File: src/hdl/rwr_pkg.sv
`timescale 1ns / 1ps
// shared types, constants and helper functions of the reorder window receiver
// no dependencies

package rwr_pkg;

    localparam int MAX_WINDOW   = 64;
    localparam int MAX_SEQ_BITS = 16;
    localparam int SEQ_W        = 16;
    localparam int IDX_W        = $clog2(MAX_WINDOW);

    localparam logic [1:0] REG_SEQ_BITS    = 2'd0;
    localparam logic [1:0] REG_WINDOW_SIZE = 2'd1;
    localparam logic [1:0] REG_INITIAL_SEQ = 2'd2;

    typedef enum logic [1:0] {
        KIND_DELIVER = 2'd0,
        KIND_BUFFER  = 2'd1,
        KIND_DUP     = 2'd2,
        KIND_OUTSIDE = 2'd3
    } t_kind;

    typedef enum logic [1:0] {
        ST_IDLE,
        ST_EVAL,
        ST_DRAIN
    } t_state;

    typedef struct packed {
        logic load;
        logic eval;
        logic drain;
    } t_cmd;

    typedef struct packed {
        logic hit;
        logic chain;
    } t_stat;

    function automatic logic [SEQ_W-1:0] seq_mask(input logic [4:0] bits);
        logic [4:0]     b;
        logic [SEQ_W:0] p;
        b = bits;
        if (b == 5'd0) b = 5'd1;
        if (b > 5'(MAX_SEQ_BITS)) b = 5'(MAX_SEQ_BITS);
        p = (SEQ_W+1)'(1) << b;
        return SEQ_W'(p - (SEQ_W+1)'(1));
    endfunction

    function automatic logic [SEQ_W-1:0] win_len(input logic [6:0] size,
                                                 input logic [SEQ_W-1:0] mask);
        logic [SEQ_W-1:0] w;
        w = SEQ_W'(size);
        if (w == '0) w = SEQ_W'(1);
        if (w > SEQ_W'(MAX_WINDOW)) w = SEQ_W'(MAX_WINDOW);
        if (w > mask) w = mask;
        if (w == '0) w = SEQ_W'(1);
        return w;
    endfunction

endpackage

File: src/hdl/rwr_ctrl.sv
`timescale 1ns / 1ps
// control state machine of the reorder window receiver
// depends on rwr_pkg; steers rwr_dp through t_cmd and reads t_stat

module rwr_ctrl import rwr_pkg::*; (
    input  logic  i_clk,
    input  logic  i_rst_n,
    input  logic  i_start,
    input  t_stat i_stat,
    output t_cmd  o_cmd,
    output logic  o_busy
);

    t_state r_state;
    t_state n_state;

    always_ff @(posedge i_clk) begin
        if (!i_rst_n) begin
            r_state <= ST_IDLE;
        end else begin
            r_state <= n_state;
        end
    end

    always_comb begin
        n_state = r_state;
        case (r_state)
            ST_IDLE: begin
                if (i_start) n_state = ST_EVAL;
            end
            ST_EVAL: begin
                if (i_stat.hit && i_stat.chain) n_state = ST_DRAIN;
                else n_state = ST_IDLE;
            end
            ST_DRAIN: begin
                if (!i_stat.chain) n_state = ST_IDLE;
            end
            default: n_state = ST_IDLE;
        endcase
    end

    always_comb begin
        o_cmd  = '0;
        o_busy = 1'b1;
        case (r_state)
            ST_IDLE: begin
                o_busy     = 1'b0;
                o_cmd.load = i_start;
            end
            ST_EVAL: begin
                o_cmd.eval = 1'b1;
            end
            ST_DRAIN: begin
                o_cmd.drain = 1'b1;
            end
            default: begin
                o_busy = 1'b1;
            end
        endcase
    end

endmodule

File: src/hdl/rwr_dp.sv
`timescale 1ns / 1ps
// datapath of the reorder window receiver: config registers, expected number,
// held bitmap and registered result; depends on rwr_pkg

module rwr_dp import rwr_pkg::*; (
    input  logic             i_clk,
    input  logic             i_rst_n,
    input  t_cmd             i_cmd,
    output t_stat            o_stat,
    input  logic [SEQ_W-1:0] i_seq,
    input  logic             i_cfg_valid,
    input  logic [1:0]       i_cfg_index,
    input  logic [15:0]      i_cfg_data,
    output logic             o_valid,
    output logic [1:0]       o_kind,
    output logic [SEQ_W-1:0] o_seq_out,
    output logic             o_last,
    output logic [SEQ_W-1:0] o_expected_now
);

    logic [4:0]            r_seq_bits,  n_seq_bits;
    logic [6:0]            r_win_size,  n_win_size;
    logic [SEQ_W-1:0]      r_init_seq,  n_init_seq;
    logic [SEQ_W-1:0]      r_expected,  n_expected;
    logic [MAX_WINDOW-1:0] r_held,      n_held;
    logic [SEQ_W-1:0]      r_seq,       n_seq;
    logic                  r_valid,     n_valid;
    t_kind                 r_kind,      n_kind;
    logic [SEQ_W-1:0]      r_seq_out,   n_seq_out;
    logic                  r_last,      n_last;
    logic [SEQ_W-1:0]      r_exp_now,   n_exp_now;

    logic [SEQ_W-1:0] mask;
    logic [SEQ_W-1:0] win;
    logic [SEQ_W-1:0] diff;
    logic [SEQ_W-1:0] exp_inc;
    logic [IDX_W-1:0] idx;
    logic             out_range;
    logic             hit;
    logic             in_win;

    assign mask      = seq_mask(r_seq_bits);
    assign win       = win_len(r_win_size, mask);
    assign out_range = (r_seq & ~mask) != '0;
    assign diff      = (r_seq - r_expected) & mask;
    assign idx       = diff[IDX_W-1:0];
    assign hit       = !out_range && (diff == '0);
    assign in_win    = !out_range && (diff < win);
    assign exp_inc   = (r_expected + SEQ_W'(1)) & mask;

    assign o_stat.hit   = hit;
    assign o_stat.chain = r_held[1];

    always_comb begin
        n_seq_bits = r_seq_bits;
        n_win_size = r_win_size;
        n_init_seq = r_init_seq;
        n_expected = r_expected;
        n_held     = r_held;
        n_seq      = r_seq;
        n_valid    = 1'b0;
        n_kind     = r_kind;
        n_seq_out  = r_seq_out;
        n_last     = r_last;
        n_exp_now  = r_exp_now;

        if (i_cfg_valid && (i_cfg_index == REG_SEQ_BITS || i_cfg_index == REG_WINDOW_SIZE
                            || i_cfg_index == REG_INITIAL_SEQ)) begin
            case (i_cfg_index)
                REG_SEQ_BITS:    n_seq_bits = i_cfg_data[4:0];
                REG_WINDOW_SIZE: n_win_size = i_cfg_data[6:0];
                REG_INITIAL_SEQ: n_init_seq = i_cfg_data;
                default:         n_seq_bits = r_seq_bits;
            endcase
            // any write to one of the three registers restarts the window
            n_expected = n_init_seq & seq_mask(n_seq_bits);
            n_held     = '0;
        end else if (i_cmd.load) begin
            n_seq = i_seq;
        end else if (i_cmd.drain || (i_cmd.eval && hit)) begin
            n_valid    = 1'b1;
            n_kind     = KIND_DELIVER;
            n_seq_out  = r_expected;
            n_last     = !r_held[1];
            n_exp_now  = exp_inc;
            n_expected = exp_inc;
            n_held     = r_held >> 1;
        end else if (i_cmd.eval) begin
            n_valid   = 1'b1;
            n_seq_out = r_seq;
            n_last    = 1'b1;
            n_exp_now = r_expected;
            if (in_win) begin
                if (r_held[idx]) begin
                    n_kind = KIND_DUP;
                end else begin
                    n_kind      = KIND_BUFFER;
                    n_held[idx] = 1'b1;
                end
            end else begin
                n_kind = KIND_OUTSIDE;
            end
        end
    end

    always_ff @(posedge i_clk) begin
        if (!i_rst_n) begin
            r_seq_bits <= 5'd8;
            r_win_size <= 7'd4;
            r_init_seq <= '0;
            r_expected <= '0;
            r_held     <= '0;
            r_valid    <= 1'b0;
        end else begin
            r_seq_bits <= n_seq_bits;
            r_win_size <= n_win_size;
            r_init_seq <= n_init_seq;
            r_expected <= n_expected;
            r_held     <= n_held;
            r_valid    <= n_valid;
        end
    end

    always_ff @(posedge i_clk) begin
        r_seq     <= n_seq;
        r_kind    <= n_kind;
        r_seq_out <= n_seq_out;
        r_last    <= n_last;
        r_exp_now <= n_exp_now;
    end

    assign o_valid        = r_valid;
    assign o_kind         = r_kind;
    assign o_seq_out      = r_seq_out;
    assign o_last         = r_last;
    assign o_expected_now = r_exp_now;

endmodule

File: src/hdl/reorder_window_receiver_core.sv
`timescale 1ns / 1ps
// top level of the reorder window receiver
// depends on rwr_pkg, rwr_ctrl and rwr_dp
// usage:
//   a packet number beat is taken on i_seq when i_start is high and o_busy low.
//   results leave on o_kind, o_seq_out, o_last and o_expected_now, each for one
//   cycle marked by o_valid; the receiver must take every result as it comes.
//   o_last flags the final result of a packet.
//   a packet that is buffered or dropped gives one result, evaluated in ST_EVAL
//   from the registered packet number and registered again for output; o_busy
//   is low again in that result's cycle, so the next packet can then be taken.
//   a packet that is delivered gives one result per cycle, the first as for a
//   dropped packet, one more per consecutive buffered packet (up to 64 in all);
//   the next packet can be taken in the cycle of the last result. the results
//   come from the one-shift-per-cycle drain of the held bitmap in ST_DRAIN.
//   config writes on i_cfg_* are always ready; each valid write to index 0, 1
//   or 2 restarts the window (expected number from initial_seq, bitmap
//   cleared). write only while o_busy is low and no results are pending.
//   synchronous reset restores seq_bits 8, window_size 4, initial_seq 0 and an
//   empty window.

module reorder_window_receiver_core import rwr_pkg::*; (
    input  logic             i_clk,
    input  logic             i_rst_n,
    input  logic             i_start,
    output logic             o_busy,
    input  logic [SEQ_W-1:0] i_seq,
    input  logic             i_cfg_valid,
    output logic             o_cfg_ready,
    input  logic [1:0]       i_cfg_index,
    input  logic [15:0]      i_cfg_data,
    output logic             o_valid,
    output logic [1:0]       o_kind,
    output logic [SEQ_W-1:0] o_seq_out,
    output logic             o_last,
    output logic [SEQ_W-1:0] o_expected_now
);

    t_cmd  cmd;
    t_stat stat;

    assign o_cfg_ready = 1'b1;

    rwr_ctrl u_ctrl (
        .i_clk   (i_clk),
        .i_rst_n (i_rst_n),
        .i_start (i_start),
        .i_stat  (stat),
        .o_cmd   (cmd),
        .o_busy  (o_busy)
    );

    rwr_dp u_dp (
        .i_clk          (i_clk),
        .i_rst_n        (i_rst_n),
        .i_cmd          (cmd),
        .o_stat         (stat),
        .i_seq          (i_seq),
        .i_cfg_valid    (i_cfg_valid),
        .i_cfg_index    (i_cfg_index),
        .i_cfg_data     (i_cfg_data),
        .o_valid        (o_valid),
        .o_kind         (o_kind),
        .o_seq_out      (o_seq_out),
        .o_last         (o_last),
        .o_expected_now (o_expected_now)
    );

endmodule
File: config.mk
export PLATFORM = sky130hd
export DESIGN_NAME = reorder_window_receiver_core
export DESIGN_NICKNAME = d
export VERILOG_FILES = /design/src/hdl/rwr_pkg.sv /design/src/hdl/rwr_ctrl.sv /design/src/hdl/rwr_dp.sv /design/src/hdl/reorder_window_receiver_core.sv
export SDC_FILE = /design/constraint.sdc
export NUM_CORES = 1
export LEC_CHECK = 0
export BUFFER_PORTS_ARGS = -buffer_cell sky130_fd_sc_hd__buf_2
export CORE_MARGIN = 4
export CORE_UTILIZATION = 50
export CTS_BUF_LIST = sky130_fd_sc_hd__clkbuf_4
export CTS_CLUSTER_DIAMETER = 80
export DETAILED_ROUTE_END_ITERATION = 10
export PLACE_DENSITY = 0.68
export REMOVE_ABC_BUFFERS = 1
export SLEW_MARGIN = 5
export SYNTH_ARGS = -nofsm -noshare
export SYNTH_HDL_FRONTEND = slang
export SYNTH_SLANG_ARGS = --single-unit
File: constraint.sdc
create_clock -name i_clk -period 5.95 [get_ports i_clk]
set_clock_uncertainty 0.05 [all_clocks]
set_input_delay 1.19 -clock i_clk [delete_from_list [all_inputs] [get_ports i_clk]]
set_output_delay 1.19 -clock i_clk [all_outputs]
set_load 0.02 [all_outputs]
Word level (Yosys, flattened, before mapping) --
Index checks and enable logic that the tools add are counted.
Storage, ports and cells: logic and storage cells 116, input bits 38, flip-flop bits (word level) 162
Cells by class: shifts and indexed selects 2, equality and inequality tests 8, reductions and logical operators 30, order comparisons 7, bitwise logic cells 9, muxes and demuxes 44, $add $sub $neg 4
Operator list (number):
- 64-bit 2-to-1 mux | 4
- 16-bit 2-to-1 mux | 11
- 16-bit AND | 4
- 64-bit OR | 1
- 5-bit 2-to-1 mux | 8
- 16-bit logical NOT | 2
- 1-bit by 5-bit left shift with 16-bit output (first input constant) | 2
- 16-bit by 1-bit subtractor with 16-bit output (second input constant) | 2
- 16-bit by 1-bit adder with 16-bit output (second input constant) | 1
- 7-bit by 16-bit greater-than comparator with 1-bit output | 1
- 16-bit less-than comparator | 1
- 16-bit NOT | 1
- 16-bit nonzero test | 1
- 16-bit subtractor | 1
- 7-bit 2-to-1 mux | 2
- 2-bit 2-to-1 mux | 6
- 5-bit greater-than comparator (second input constant) | 2
- 5-bit logical NOT | 2
- 1-bit 2-to-1 mux | 10
- 2-bit AND reduction | 4
- 7-bit greater-than comparator (second input constant) | 1
- 7-bit logical NOT | 1
- 6-bit by 7-bit less-than comparator with 1-bit output (second input constant) | 1
- 1-bit binary-select mux with 6-bit select | 1
- 17 further kinds | 34

Logic depth before layout (Yosys ltp) --
word-level depth 16, mapped depth 29, gate-level depth less buffers 24

Modules after synthesis --
Synthesis repeated with hierarchy kept, for this count alone.
Second synthesis, totals: cell total of the unflattened synthesis 1282, area, all modules 10537.6 um^2
By module, submodules not included:
- rwr_dp | cells each 1271, area an instance 10427.5 um^2, times used 1
- rwr_ctrl | cells each 9, area an instance 98.8 um^2, times used 1
- reorder_window_receiver_core | cells each 2, area an instance 11.3 um^2, times used 1

Worst setup path before layout --
OpenSTA, ideal clock, no wires.
kind reg-to-reg, start point register u_dp.r_seq_bits[2], end point register u_dp.r_held[10], stages on the path, launching flop included 28, path buffers 4, required time 5.814 ns, setup slack 0.464 ns, period minus slack after synthesis 5.486 ns, library setup time 0.086 ns, data arrival time 5.349 ns, cell sequence dfxtp_1 > buf_2 > or2_2 > or3_1 > ha_1 > buf_2 > or4_1 > o21ai_1 > a22o_1 > inv_1 > ha_1 > and3_1 > nand2_1 > o211ai_1 > and4b_1 > buf_2 > mux2i_1 > ha_1 > a21oi_1 > o21ai_0 > nand3_1 > o211ai_1 > nor4bb_1 > o41ai_2 > nor3_2 > a21oi_4 > buf_6 > a221oi_2
On the way: longest elaborated chain between the ends 16, elaborated cells between the ends (all ways) 37, those cells by class add/sub (1); order compare (5); eq/ne (1); shift (1); mux (12); bitwise (4); reduce/logical (13)
RTL lines:
- from (decl) | line rwr_dp.sv:21 | logic [4:0] r_seq_bits, n_seq_bits;
- from (signal assigned) | line rwr_dp.sv:115 | r_seq_bits <= n_seq_bits;
- 5-bit logical NOT | line rwr_pkg.sv:44 | if (b == 5'd0) b = 5'd1;
- 5-bit 2-to-1 mux (*) | line rwr_pkg.sv:44
- 5-bit greater-than comparator | line rwr_pkg.sv:45 | if (b > 5'(MAX_SEQ_BITS)) b = 5'(MAX_SEQ_BITS);
- 5-bit 2-to-1 mux (*) | line rwr_pkg.sv:45
- 1-bit by 5-bit left shift with 16-bit output (*) | line rwr_pkg.sv:46 | p = (SEQ_W+1)'(1) << b;
- 16-bit by 1-bit subtractor with 16-bit output (*) | line rwr_pkg.sv:47 | return SEQ_W'(p - (SEQ_W+1)'(1));
- parallel branches: the longest is 10 deep, another holds 7-bit by 16-bit greater-than comparator with 1-bit output
- to (signal assigned) | line rwr_dp.sv:119 | r_held <= n_held;
- to (decl) | line rwr_dp.sv:25 | logic [MAX_WINDOW-1:0] r_held, n_held;
Mark *: on every way between the ends. The select of a mux whose other input is x is not followed. A chain may end at the register's enable or synchronous reset.

Worst setup path after layout --
start point register u_dp.r_seq_bits[1], end point register u_dp.r_held[38]
Same word-level chain as after synthesis.

==> results.sh <==
export IMPL_antenna_found_initial=1
export IMPL_slew_limit_headroom_pct=30.0
export IMPL_worstPathArrival_ns=6.03
export IMPL_tightest_slew_ns=1.05
export IMPL_p_leak_nw=4.09
export IMPL_dieArea_mm2=0.0238
export IMPL_ant_nets=0
export IMPL_synth_cell_types=88
export IMPL_syn_inst=1227
export IMPL_rows=53
export IMPL_avgSynthCellArea_um2=8.72
export IMPL_crit_path_end_kind="flip-flop"
export IMPL_grt_max_degree=104
export IMPL_cp_data_required_time_ns=6.41
export IMPL_met2WireLength_um=12400
export IMPL_totalWireLength_um=29500
export IMPL_via_count=9580
export IMPL_peakVddDrop_mv=0.114
export IMPL_postPlaceCellArea_mm2=0.0113
export IMPL_grt_pass1_vias=8797
export IMPL_cp_max_fo=25
export IMPL_die_w_um=154
export IMPL_outcome="complete, no violations"
export IMPL_dp_hpwl_um=20600
export IMPL_top_layer="met4"
export IMPL_yosysWarnings=0
export IMPL_grt_first_pass_wirelength_um=46700
export IMPL_crit_type="reg -> reg"
export IMPL_clk_path_buf_depth=2
export IMPL_setup_violations=0
export IMPL_die_y_um=154
export IMPL_design_area_mm2=0.0116
export IMPL_p_per_area_mw_per_mm2=206
export IMPL_grt_overflow=0
export IMPL_firstDrtPassIters=5
export IMPL_clock_latency_ns=0.60
export IMPL_htree_num_levels=4
export IMPL_viasPerCell=6.09
export IMPL_place_congestion=0.901
export IMPL_grt_total_usage_pct=24.2
export IMPL_start_kind="flip-flop"
export IMPL_hold_viol=0
export IMPL_ys_seq_area_share_pct=35.1
export IMPL_min_period_ns=5.57
export IMPL_cts_sinks=162
export IMPL_async_reset_ff_share_pct=0
export IMPL_min_path_type="reg -> reg"
export IMPL_route_met3_wl_um=2090
export IMPL_clk_pin_slew_ns=0.14
export IMPL_fmax_mhz=179
export IMPL_syn_area_mm2=0.0107
export IMPL_power_mw=2.39
export IMPL_maxCapViolCount=0
export IMPL_numCtsBuffers=17
export IMPL_start_util_pct=50.9
export IMPL_cts_root_buffer="clkbuf_4"
export IMPL_drtIter0Drc=996
export IMPL_port_buffers=74
export IMPL_drc=0
export IMPL_wl_met1_um=14300
export IMPL_drive_above_1_share_pct=19.1
export IMPL_slew_viol_final=0
export IMPL_timing_hold_ws_ns=0.407
export IMPL_synth_edf_count=51
export IMPL_cts_tree="built"
export IMPL_area_delta_synth_final_pct=8.42
export IMPL_ys_ff_latch=162
export IMPL_coreArea_mm2=0.0210
export IMPL_wl_per_cell_um=18.8
export IMPL_fin_crit_sh_pct=93.6
export IMPL_ioPinCount=76
export IMPL_nNetsFinal=1362
export IMPL_synthFlopType="dfxtp_1"
-- worst max-delay path, stage by stage, from the launching register on --
cell	delay (ns)
dfxtp_1	0.33
or2_2	0.35
or3_1	0.32
ha_1	0.19
or4_1	0.42
o21ai_1	0.19
a22o_1	0.17
inv_1	0.09
ha_1	0.28
and3_1	0.18
nand2_1	0.07
o211ai_1	0.17
and4b_2	0.28
buf_4	0.17
mux2i_1	0.20
ha_1	0.27
a2111oi_0	0.45
o21a_1	0.22
o41ai_2	0.10
nor3_2	0.28
a21oi_4	0.16
buf_12	0.23
a221oi_2	0.29
-- per-stage QoR --
step | setup TNS [ns] | std cells | worst slack, ns | util, %
6_report | 0 | 1572 | 0.379 | 55.2
5_1_grt | -0.0362 | 1572 | -0.0213 | 55.2
4_1_cts | 0 | 1566 | 0.0206 | 54.9
3_5_place_dp | 0 | 1534 | 0.0674 | 53.8
3_3_place_gp | 0 | 1534 | 0.263 | 53.8
2_1_floorplan | -31.99 | 1161 | -0.590 | -
-- cells by family (layout without fill, tap and decap cells) --
family                     Yosys count  after routing  synth area share (%)
xor gates and xnor gates            19             19                  1.56
AOI/OAI and AO/OA                  443            444                  30.2
adders and majority gates           41             41                  4.86
other                                1             14                0.0350
and+or+nand+nor                    325            325                  14.9
buffers and inverters              190            246                  7.59
muxes                               46             46                  5.77
DFF                                162            162                  35.1
-- sequential cells by signal, indices dropped and copies added (netlist names) --
signal / cells
u_dp.r_expected: 16
u_dp.o_seq_out: 16
u_dp.r_init_seq: 16
u_dp.o_last: 1
u_dp.r_seq: 16
u_dp.o_valid: 1
u_dp.o_kind: 2
u_dp.r_held: 64
u_dp.r_seq_bits: 5
u_dp.o_expected_now: 16
u_ctrl.r_state: 2
u_dp.r_win_size: 7
-- path summary, 6_finish.rpt --
check	start	end	slack, ns	cells past startpoint
max	u_dp.r_seq_bits[1]$_SDFFE_PN0P_	u_dp.r_held[38]$_SDFFE_PP0P_	0.38	22
min	u_dp.r_init_seq[14]$_SDFFE_PN0P_	u_dp.r_init_seq[14]$_SDFFE_PN0P_	0.41	2
max reg2reg	u_dp.r_seq_bits[1]$_SDFFE_PN0P_	u_dp.r_held[38]$_SDFFE_PP0P_	0.38	22
min reg2reg	u_dp.r_init_seq[14]$_SDFFE_PN0P_	u_dp.r_init_seq[14]$_SDFFE_PN0P_	0.41	2
-- Yosys cell counts, types with 9 or more instances --
cell      count  share of area [%]
nand3_1      27                1.3
a221oi_1     10               0.82
mux4_2       12                2.5
and3_1       15               0.88
nand2b_1     10               0.58
nor2_1       67                2.4
nand2_1     117                4.1
a21oi_1     120                5.6
a21o_1       10               0.70
a221oi_2     59                8.3
nor2b_1      19                1.1
a22oi_1      13               0.91
dfxtp_1     111                 21
o211ai_1     11               0.77
xnor2_1      13                1.1
edfxtp_1     51                 14
nor3_1       18               0.84
buf_2        13               0.61
o21a_1        9               0.63
ha_1         40                4.7
inv_1       108                3.8
buf_6         9               0.95
clkbuf_1     51                1.8
mux2i_1      29                2.7
o21ai_0     134                6.3
-- area by class of cell --
type | instances | area (µm²)
fillers | 1884 | 9420
repair buffers | 102 | 606
flip-flops and latches | 162 | 3750
well taps | 275 | 344
clock buffers | 18 | 135
multi-input cells | 888 | 6220
diodes | 1 | 2.50
clock inverters | 14 | 114
inverters | 112 | 420
-- layout by cell type, fill, tap and decap left out, types with 15 or more instances in the layout --
cell type / Yosys / routed
buf_4: 4 / 26
ha_1: 40 / 40
nor3_1: 18 / 16
nor2_1: 67 / 66
buf_2: 13 / 74
dfxtp_1: 111 / 111
a21oi_1: 120 / 119
and3_1: 15 / 15
a221oi_2: 59 / 59
nor2b_1: 19 / 19
clkbuf_4: 0 / 18
edfxtp_1: 51 / 51
nand2_1: 117 / 117
mux2i_1: 29 / 29
nand3_1: 27 / 27
inv_1: 108 / 108
o21ai_0: 134 / 134
-- metal layers --
| layer | GRT usage [%] | vias to the layer above |
|---|---|---|
| met4 | 7.74 | 0 |
| met2 | 35.5 | 344 |
| li1 | - | 4634 |
| met3 | 5.60 | 55 |
| met1 | 35.3 | 4547 |
| met5 | 0 | - |
-- repair_timing --
action / in CTS / in global routing
gates resized for setup: 0 / 2
endpoints found under the setup margin: 0 / 64
hold buffers: 0 / 0
buffers inserted: 0 / 4
-- power by group --
group	leakage, nW	internal, mW	switching [mW]
Combinational	2.58	0.196	0.377
Clock	0.141	0.209	0.417
Sequential	1.37	1.17	0.0241
Total	4.09	1.58	0.819
(Power assumes the default switching activity.)
